[src/ndq_pkg.sv]
`default_nettype none

package ndq_pkg;

  // Fixed widths of the stream fields and configuration registers.
  localparam int unsigned PixW    = 8;
  localparam int unsigned SizeW   = 13;
  localparam int unsigned InvW    = 24;
  localparam int unsigned ZpW     = 9;
  localparam int unsigned PosW    = 7;
  localparam int unsigned CntW    = 12;
  localparam int unsigned SrcMax  = 4096;
  localparam int unsigned CfgAddrW = 3;
  localparam int unsigned CfgDataW = 24;

  // Default parameter values.
  localparam int unsigned DefOutWidth  = 128;
  localparam int unsigned DefOutHeight = 128;
  localparam int unsigned DefChannels  = 3;

  // Register reset values.
  localparam logic [SizeW-1:0] RstSrcWidth  = 13'd640;
  localparam logic [SizeW-1:0] RstSrcHeight = 13'd480;
  localparam logic [InvW-1:0]  RstInvScale  = 24'd65536;

  typedef enum logic [CfgAddrW-1:0] {
    REG_SRC_WIDTH   = 3'd0,
    REG_SRC_HEIGHT  = 3'd1,
    REG_INV_SCALE   = 3'd2,
    REG_Q_OFFSET    = 3'd3,
    REG_SIGNED_MODE = 3'd4
  } ndq_reg_e;

  // Output grid position that travels alongside the pixel data.
  typedef struct packed {
    logic            last;
    logic [PosW-1:0] row;
    logic [PosW-1:0] col;
  } ndq_pos_t;

endpackage

`default_nettype wire

[src/ndq_sampler.sv]
`default_nettype none

module ndq_sampler
  import ndq_pkg::*;
#(
  parameter int unsigned OUT_WIDTH  = DefOutWidth,
  parameter int unsigned OUT_HEIGHT = DefOutHeight
) (
  input  wire logic             clk_i,
  input  wire logic             rst_ni,
  input  wire logic             step_i,
  input  wire logic             frame_start_i,
  input  wire logic [SizeW-1:0] src_width_i,
  input  wire logic [SizeW-1:0] src_height_i,
  output logic                  hit_o,
  output ndq_pos_t              pos_o
);

  localparam int unsigned OcW   = $clog2(OUT_WIDTH + 1);
  localparam int unsigned OrW   = $clog2(OUT_HEIGHT + 1);
  localparam int unsigned CaccW = $clog2(SrcMax * OUT_WIDTH + 1);
  localparam int unsigned RaccW = $clog2(SrcMax * OUT_HEIGHT + 1);

  logic [CntW-1:0]  col_q, col_d, row_q, row_d;
  logic [OcW-1:0]   ocol_q, ocol_d;
  logic [OrW-1:0]   orow_q, orow_d;
  // Source position scaled by the output size, so that a target compare
  // needs no division: col == floor(acc/OW) iff col*OW <= acc < col*OW+OW.
  logic [CaccW-1:0] csc_q, csc_d, cacc_q, cacc_d;
  logic [RaccW-1:0] rsc_q, rsc_d, racc_q, racc_d;

  logic [CntW-1:0]  col, row;
  logic [OcW-1:0]   ocol;
  logic [OrW-1:0]   orow;
  logic [CaccW-1:0] csc, cacc;
  logic [RaccW-1:0] rsc, racc;
  logic [SizeW-1:0] w, h;
  logic [CaccW:0]   csc_top;
  logic [RaccW:0]   rsc_top;
  logic             col_match, row_match, row_reached, row_end, grid_open;

  always_comb begin
    if (src_width_i < SizeW'(OUT_WIDTH)) begin
      w = SizeW'(OUT_WIDTH);
    end else if (src_width_i > SizeW'(SrcMax)) begin
      w = SizeW'(SrcMax);
    end else begin
      w = src_width_i;
    end
    if (src_height_i < SizeW'(OUT_HEIGHT)) begin
      h = SizeW'(OUT_HEIGHT);
    end else if (src_height_i > SizeW'(SrcMax)) begin
      h = SizeW'(SrcMax);
    end else begin
      h = src_height_i;
    end
  end

  always_comb begin
    // A frame start clears every counter before this pixel is looked at.
    col  = frame_start_i ? '0 : col_q;
    row  = frame_start_i ? '0 : row_q;
    ocol = frame_start_i ? '0 : ocol_q;
    orow = frame_start_i ? '0 : orow_q;
    csc  = frame_start_i ? '0 : csc_q;
    rsc  = frame_start_i ? '0 : rsc_q;
    cacc = frame_start_i ? '0 : cacc_q;
    racc = frame_start_i ? '0 : racc_q;

    csc_top     = {1'b0, csc} + (CaccW + 1)'(OUT_WIDTH);
    rsc_top     = {1'b0, rsc} + (RaccW + 1)'(OUT_HEIGHT);
    col_match   = (cacc >= csc) && ({1'b0, cacc} < csc_top);
    row_reached = {1'b0, racc} < rsc_top;
    row_match   = (racc >= rsc) && row_reached;
    grid_open   = orow < OrW'(OUT_HEIGHT);
    hit_o       = grid_open && (ocol < OcW'(OUT_WIDTH)) && row_match && col_match;
    row_end     = {1'b0, col} >= (w - SizeW'(1));

    pos_o.col  = PosW'(ocol);
    pos_o.row  = PosW'(orow);
    pos_o.last = (ocol == OcW'(OUT_WIDTH - 1)) && (orow == OrW'(OUT_HEIGHT - 1));

    col_d  = col;
    row_d  = row;
    csc_d  = csc;
    rsc_d  = rsc;
    orow_d = orow;
    racc_d = racc;
    ocol_d = hit_o ? ocol + OcW'(1) : ocol;
    cacc_d = hit_o ? cacc + CaccW'(w) : cacc;

    if (row_end) begin
      col_d  = '0;
      csc_d  = '0;
      ocol_d = '0;
      cacc_d = '0;
      if (grid_open && row_reached) begin
        orow_d = orow + OrW'(1);
        racc_d = racc + RaccW'(h);
      end
      if (row != {CntW{1'b1}}) begin
        row_d = row + CntW'(1);
        rsc_d = rsc + RaccW'(OUT_HEIGHT);
      end
    end else begin
      col_d = col + CntW'(1);
      csc_d = csc + CaccW'(OUT_WIDTH);
    end
  end

  always_ff @(posedge clk_i or negedge rst_ni) begin
    if (!rst_ni) begin
      col_q  <= '0;
      row_q  <= '0;
      ocol_q <= '0;
      orow_q <= '0;
      csc_q  <= '0;
      rsc_q  <= '0;
      cacc_q <= '0;
      racc_q <= '0;
    end else if (step_i) begin
      col_q  <= col_d;
      row_q  <= row_d;
      ocol_q <= ocol_d;
      orow_q <= orow_d;
      csc_q  <= csc_d;
      rsc_q  <= rsc_d;
      cacc_q <= cacc_d;
      racc_q <= racc_d;
    end
  end

endmodule

`default_nettype wire

[src/ndq_lane.sv]
`default_nettype none

module ndq_lane
  import ndq_pkg::*;
(
  input  wire logic                  clk_i,
  input  wire logic                  mul_en_i,
  input  wire logic                  out_en_i,
  input  wire logic [PixW-1:0]       pix_i,
  input  wire logic [InvW-1:0]       inv_scale_i,
  input  wire logic signed [ZpW-1:0] q_offset_i,
  input  wire logic                  signed_mode_i,
  output logic [PixW-1:0]            q_o
);

  localparam int unsigned ProdW = PixW + InvW;
  localparam int unsigned SumW  = ProdW + 2;
  localparam int unsigned ValW  = SumW - 16;

  logic [ProdW-1:0]       prod_q;
  logic [PixW-1:0]        q_q;
  logic signed [SumW-1:0] sum;
  logic signed [ValW-1:0] val, lo, hi;
  logic [PixW-1:0]        q_d;

  always_ff @(posedge clk_i) begin
    if (mul_en_i) begin
      prod_q <= pix_i * inv_scale_i;
    end
  end

  always_comb begin
    // Q.16 value plus one half, then truncation toward zero.
    sum = $signed({2'b00, prod_q})
        + ($signed(SumW'(q_offset_i)) <<< 16)
        + $signed(SumW'(32768));
    val = sum[SumW-1:16];
    if (sum[SumW-1] && (sum[15:0] != 16'd0)) begin
      val = val + ValW'(1);
    end
    lo = signed_mode_i ? -ValW'(128) : ValW'(0);
    hi = signed_mode_i ? ValW'(127) : ValW'(255);
    if (val < lo) begin
      q_d = PixW'(lo);
    end else if (val > hi) begin
      q_d = PixW'(hi);
    end else begin
      q_d = PixW'(val);
    end
  end

  always_ff @(posedge clk_i) begin
    if (out_en_i) begin
      q_q <= q_d;
    end
  end

  assign q_o = q_q;

endmodule

`default_nettype wire

[src/nearest_downscale_quantize.sv]
// Nearest-neighbor downscaler with affine quantization.
//
// The slave stream takes one RGB888 source pixel per beat in raster order;
// tuser marks the first pixel of a frame and clears the position counters.
// Each pixel whose position hits the next point of the OUT_WIDTH x OUT_HEIGHT
// output grid leaves on the master stream as quantized bytes together with
// its output column and row; tlast flags the final grid point of the frame.
// Other pixels are consumed and produce nothing.
// The config channel writes src_width, src_height, inv_scale, q_offset and
// signed_mode by index; it is always ready and should only be used while no
// beat is in flight.
// A kept pixel enters the multiplier register at its accepting edge and the
// output register, which raises tvalid, once that is empty or the receiver takes
// its beat. Throughput is one pixel per cycle while the receiver does not stall,
// set by one multiplier lane per channel working side by side.
// When the receiver stalls, the output register holds and the multiplier
// stage may still take one more kept pixel; after that tready drops.
// Reset clears all counters and the pipeline, and loads the register
// defaults (640, 480, 1.0 in Q8.16, zero, unsigned).
`default_nettype none

module nearest_downscale_quantize
  import ndq_pkg::*;
#(
  parameter int unsigned OUT_WIDTH  = DefOutWidth,
  parameter int unsigned OUT_HEIGHT = DefOutHeight,
  parameter int unsigned CHANNELS   = DefChannels
) (
  input  wire logic                clk_i,
  input  wire logic                rst_ni,
  // Source pixels.
  input  wire logic                s_axis_tvalid_i,
  output logic                     s_axis_tready_o,
  input  wire logic [23:0]         s_axis_tdata_i,   // red, green, blue
  input  wire logic                s_axis_tuser_i,   // frame_start
  // Quantized output pixels.
  output logic                     m_axis_tvalid_o,
  input  wire logic                m_axis_tready_i,
  output logic [39:0]              m_axis_tdata_o,   // q_red, q_green, q_blue,
                                                     // out_col, out_row, zero pad
  output logic                     m_axis_tlast_o,   // frame_last
  // Register writes.
  input  wire logic                cfg_valid_i,
  output logic                     cfg_ready_o,
  input  wire logic [CfgAddrW-1:0] cfg_addr_i,
  input  wire logic [CfgDataW-1:0] cfg_data_i
);

  localparam int unsigned NumIn = 3;

  logic [SizeW-1:0]     src_width_q, src_height_q;
  logic [InvW-1:0]      inv_scale_q;
  logic signed [ZpW-1:0] q_offset_q;
  logic                 signed_mode_q;

  logic                 in_accept, hit, load1, move12;
  logic                 s1_valid_q, s2_valid_q;
  ndq_pos_t             pos, pos1_q, pos2_q;
  logic [PixW-1:0]      q [NumIn];

  // Registers; writes are always taken.
  assign cfg_ready_o = 1'b1;

  always_ff @(posedge clk_i or negedge rst_ni) begin
    if (!rst_ni) begin
      src_width_q   <= RstSrcWidth;
      src_height_q  <= RstSrcHeight;
      inv_scale_q   <= RstInvScale;
      q_offset_q    <= '0;
      signed_mode_q <= 1'b0;
    end else if (cfg_valid_i) begin
      case (ndq_reg_e'(cfg_addr_i))
        REG_SRC_WIDTH:   src_width_q   <= cfg_data_i[SizeW-1:0];
        REG_SRC_HEIGHT:  src_height_q  <= cfg_data_i[SizeW-1:0];
        REG_INV_SCALE:   inv_scale_q   <= cfg_data_i[InvW-1:0];
        REG_Q_OFFSET:    q_offset_q    <= $signed(cfg_data_i[ZpW-1:0]);
        REG_SIGNED_MODE: signed_mode_q <= cfg_data_i[0];
        default: ;
      endcase
    end
  end

  // Pipeline control: stage one holds the products, stage two is the
  // output register. Non-kept pixels only advance the counters.
  assign move12          = s1_valid_q && (!s2_valid_q || m_axis_tready_i);
  assign s_axis_tready_o = !s1_valid_q || move12;
  assign in_accept       = s_axis_tvalid_i && s_axis_tready_o;
  assign load1           = in_accept && hit;

  ndq_sampler #(
    .OUT_WIDTH  (OUT_WIDTH),
    .OUT_HEIGHT (OUT_HEIGHT)
  ) u_sampler (
    .clk_i         (clk_i),
    .rst_ni        (rst_ni),
    .step_i        (in_accept),
    .frame_start_i (s_axis_tuser_i),
    .src_width_i   (src_width_q),
    .src_height_i  (src_height_q),
    .hit_o         (hit),
    .pos_o         (pos)
  );

  // One quantizer lane per channel; channels that are not built read zero.
  for (genvar c = 0; c < NumIn; c++) begin : g_lane
    if (c < CHANNELS) begin : g_on
      ndq_lane u_lane (
        .clk_i         (clk_i),
        .mul_en_i      (load1),
        .out_en_i      (move12),
        .pix_i         (s_axis_tdata_i[c*PixW +: PixW]),
        .inv_scale_i   (inv_scale_q),
        .q_offset_i    (q_offset_q),
        .signed_mode_i (signed_mode_q),
        .q_o           (q[c])
      );
    end else begin : g_off
      assign q[c] = '0;
    end
  end

  always_ff @(posedge clk_i or negedge rst_ni) begin
    if (!rst_ni) begin
      s1_valid_q <= 1'b0;
      s2_valid_q <= 1'b0;
    end else begin
      if (load1) begin
        s1_valid_q <= 1'b1;
      end else if (move12) begin
        s1_valid_q <= 1'b0;
      end
      if (move12) begin
        s2_valid_q <= 1'b1;
      end else if (m_axis_tready_i) begin
        s2_valid_q <= 1'b0;
      end
    end
  end

  always_ff @(posedge clk_i) begin
    if (load1) begin
      pos1_q <= pos;
    end
    if (move12) begin
      pos2_q <= pos1_q;
    end
  end

  // Merge the lane results and the grid position into one output beat.
  assign m_axis_tvalid_o = s2_valid_q;
  assign m_axis_tlast_o  = pos2_q.last;
  assign m_axis_tdata_o  = {2'b00, pos2_q.row, pos2_q.col, q[2], q[1], q[0]};

`ifndef ASSERT_OFF
  // The first pixel of a frame always sits on output point (0,0).
  a_frame_start_hits: assert property (@(posedge clk_i) disable iff (!rst_ni)
    s_axis_tvalid_i && s_axis_tuser_i |-> hit)
    else $error("frame start pixel not kept");

  // With both stages full and the receiver stalled, no new pixel may enter.
  a_full_blocks: assert property (@(posedge clk_i) disable iff (!rst_ni)
    s1_valid_q && s2_valid_q && !m_axis_tready_i |-> !s_axis_tready_o)
    else $error("input accepted while pipeline is full");

  // A kept pixel that is taken in while no stage stalls is held in stage one.
  a_advance: assert property (@(posedge clk_i) disable iff (!rst_ni)
    load1 && (!s1_valid_q || move12) && (!s2_valid_q || m_axis_tready_i)
      |=> s1_valid_q)
    else $error("kept pixel lost in stage one");

  // The last grid point sits in the final output column.
  a_last_col: assert property (@(posedge clk_i) disable iff (!rst_ni)
    m_axis_tvalid_o && m_axis_tlast_o |-> pos2_q.col == PosW'(OUT_WIDTH - 1))
    else $error("frame_last on wrong column");
`endif

endmodule

`default_nettype wire

[config.mk]
export PLATFORM = sky130hd
export DESIGN_NAME = nearest_downscale_quantize
export DESIGN_NICKNAME = d
export VERILOG_FILES = /design/src/ndq_pkg.sv /design/src/ndq_sampler.sv /design/src/ndq_lane.sv /design/src/nearest_downscale_quantize.sv
export SDC_FILE = /design/constraint.sdc
export NUM_CORES = 2
export LEC_CHECK = 0
export BUFFER_PORTS_ARGS = -buffer_cell sky130_fd_sc_hd__buf_2
export CORE_MARGIN = 2
export CORE_UTILIZATION = 35
export DETAILED_ROUTE_END_ITERATION = 10
export GPL_ROUTABILITY_DRIVEN = 0
export SYNTH_ARGS = -nofsm -noshare
export SYNTH_HDL_FRONTEND = slang
export SYNTH_SLANG_ARGS = --single-unit
[constraint.sdc]
create_clock -name clk_i -period 8.26 [get_ports clk_i]
set_input_delay 0.413 -clock clk_i [delete_from_list [all_inputs] [get_ports clk_i]]
set_output_delay 0.413 -clock clk_i [all_outputs]
set_load 0.02 [all_outputs]
==> results.md <==
- DR vias: 30,244
- Clk_lat worst skew: 610 ps
- Crit path DAT: 6650 ps
- Hold-critical path depth: 2
- Post-Syn Area: 0.0395 mm2
- Worst Tran Pin Value: 1010 ps
- RSZ-0062 raised after global routing: no
- Routed wire length: 102 mm
- Overflow after GRT: 0
- Startpoint types: flip-flop
- FMAX: 159 MHz
- Remaining DRCs: 0
- Area growth, synth to finish: 8.51%
- R2R setup slack: 1970 ps
- Ant. Diodes: 0
- Status: finished, final reports clean
- I/O Pins: 101
- Commonest non-fill, non-tap cell in the layout: nand2_1
- Cell count of the worst reg-to-reg path: 18
- Hold Path End: inv_scale_q[17]
- Post-Route Setup TNS: 0 ps
- Max H-tree Level: 2
- First-pass GRT wire length: 165 mm
- Die Wd: 340 um
- Clock-pin slew on the worst setup and hold paths: 60 ps
- Die Height: 340 um
- Die area: 0.116 mm2
- Root Buffer Master: clkbuf_16
- Final setup fails: 0
- PortBufs: 97
- Max-cap violation count: 0
- Synth Area per Inst: 9.14 um2
- Layout Nets: 5,149
- Slew HR: 0.326
- CTS Buf Count: 39
- Syn Inst Count: 4,324
- Setup Skew: 47.1 ps
- Synth async-reset ratio: 0.548
- Pre-antenna DRT Iters: 8
- Row cnt: 123
- Crit share post-route: 0.762
- Vias in the first global route: 30,020
- Pin count of the biggest net entering global routing: 83
- Worst-path fanout max: 25
- Final HPWL DP: 78.4 mm
- Initial antenna violation count: 5
- Critical Path RT: 8620 ps
- Post-DR wirelength/cell: 17.3 um
- Post-synthesis sequential area ratio: 0.230
- Highest-count cells in the layout ignoring fill and taps: nand2_1 (590), inv_1 (488), fa_1 (401), ha_1 (357), and2_1 (282)
- Core Region: 0.112 mm2
- Post-CTS setup buffer count: 0
- GRT Max-Usage Layer: met2
- Kind of critical path: reg2reg
- Initial Util: 0.352
- DR vias/cell: 5.16
- Hold WC Path Type: in2reg
- Met2 usage: 0.281
- Tmin final: 6290 ps
- Gr usage total: 0.177
- Distinct cells, synth: 99
- Post-cts resize count: 0
- Syn. warnings: 0
- Fin. max-slew vios: 0
- R2R Path Start: inv_scale_q[1]
- Worst Min Path Start: cfg_data_i[17]
- Number of synthesized register bits: 332
- Initial drt markers: 1,675
- Placed Area: 0.0416 mm2
- Synth Flop Type: dfrtp_1
- Number of flops mapped to enable cells by yosys: 150
- Met1 Use GR: 0.256
- Final instance area: 0.0429 mm2
- Post-route ant nets: 0
- Num Clock Sinks: 332
- Crit path from: inv_scale_q[1]
- CP Capture Type: flip-flop
- Ratio of cells with drive above 1 in the final layout: 0.0749
- Longest Clk Path Bufs: 3
- GRT met3 Usage: 0.0229
- Final hold vios: 0
- R2R Path End: g_lane[0].g_on.u_lane.prod_q[30]
- CTS tree: done
worst max-delay path, cell delays in order (launching register included):
cell and delay (ps):
dfrtp_1 680, and2_1 340, fa_1 450, fa_1 550, inv_1 50, fa_1 460, fa_1 540, inv_1 40
ha_1 330, a2111oi_0 630, o21a_1 270, a21oi_1 140, a211oi_1 340, nor3_1 110, a211o_1 300, o41a_1 350
a21o_1 200, a21oi_1 170, xnor2_1 80
worst max path at each step:
stage                                       end  slack [ps]  cells past startpoint
4_1_cts        g_lane[0].g_on.u_lane.prod_q[31]        1990                     18
3_5_place_dp   g_lane[0].g_on.u_lane.prod_q[31]        2000                     19
3_3_place_gp   g_lane[0].g_on.u_lane.prod_q[30]        2050                     18
6_report       g_lane[0].g_on.u_lane.prod_q[30]        1970                     18
5_1_grt        g_lane[2].g_on.u_lane.prod_q[28]        1540                     18
2_1_floorplan              u_sampler.cacc_q[11]         280                     22
synth_stat cells, drive strengths merged, types with 8 or more instances:
| cell | count | area, um2 |
|---|---|---|
| o211ai | 13 | 108 |
| buf | 13 | 77.6 |
| a21oi | 180 | 908 |
| fa | 401 | 8030 |
| nor3 | 67 | 340 |
| nor4 | 34 | 213 |
| o21bai | 19 | 146 |
| a22o | 14 | 123 |
| edfxtp | 150 | 4500 |
| or3 | 19 | 119 |
| inv | 488 | 1830 |
| a211oi | 29 | 253 |
| nor2b | 121 | 757 |
| o21a | 54 | 405 |
| o22ai | 12 | 75.1 |
| mux2 | 65 | 732 |
| nor2 | 145 | 544 |
| or4 | 10 | 82.6 |
| nor3b | 8 | 60.1 |
| nand2b | 30 | 188 |
| nand2 | 591 | 2220 |
| nand3 | 84 | 420 |
| a211o | 14 | 123 |
| mux2i | 13 | 130 |
| clkbuf | 163 | 614 |
| nand4 | 39 | 244 |
| o41ai | 9 | 78.8 |
| and3 | 51 | 329 |
| o2111ai | 9 | 78.8 |
| and4 | 12 | 105 |
| dfrtp | 175 | 4380 |
| xor2 | 75 | 657 |
| o31ai | 30 | 225 |
| or2 | 18 | 115 |
| and2 | 285 | 1780 |
| a21boi | 9 | 67.6 |
| xnor2 | 151 | 1330 |
| o21ai | 165 | 833 |
| nor4b | 8 | 76.3 |
| ha | 357 | 4470 |
| a31oi | 27 | 169 |
| o31a | 9 | 78.8 |
| a21o | 60 | 450 |
final cells by class:
cell class | instances | area [um2]
Fill cell | 11278 | 69300
Sequential cell | 332 | 9070
Clock inverter | 27 | 274
Multi-Input combinational cell | 3329 | 27900
Inverter | 488 | 1830
Tap cell | 1500 | 1880
Clock buffer | 45 | 998
Timing Repair Buffer | 144 | 867
layer usage:
layer | vias up | wire (um) | part of all wire
li1 | 14570 | - | -
met2 | 600 | 45700 | 0.45
met3 | 101 | 4730 | 0.046
met4 | 0 | 2140 | 0.021
met1 | 14973 | 49200 | 0.48
met5 | - | 0 | 0
logic make-up after synthesis:
logic type,Yosys count,synth area share
DFF,332,0.230
other,2,0.000190
adders and majority gates,758,0.316
xor gates and xnor gates,226,0.0503
muxes,78,0.0218
and+or+nand+nor,1545,0.197
AOI/OAI and AO/OA,719,0.121
buffers and inverters,664,0.0639
state kept, by name, summed over array words and instances (netlist names), 14 cells and up:
register and cells:
g_lane.g_on.u_lane.prod_q 96, g_lane.g_on.u_lane.q_o 24, inv_scale_q 24, u_sampler.cacc_q 20
u_sampler.csc_q 20, u_sampler.racc_q 20, u_sampler.rsc_q 20, pos1_q 15
m_axis_tdata_o 14
stage by stage:
step,hold slack (ps),util,cells,setup WS [ps]
2_1_floorplan,117,-,4325,277
3_3_place_gp,401,0.371,5791,2050
3_5_place_dp,406,0.371,5791,2000
4_1_cts,1.13,0.382,5865,1990
5_1_grt,16.6,0.382,5865,1540
6_report,36.9,0.382,5865,1970
repair_timing:
| item | CTS | global route |
|---|---|---|
| hold endpoints to repair | 76 | 0 |
| setup endpoints to repair | 0 | 0 |
| hold buffers | 2 | 0 |
Power is left out: the tool's default activity adds up to more than one toggle a clock period on the data nets, which glitch-free logic cannot reach.
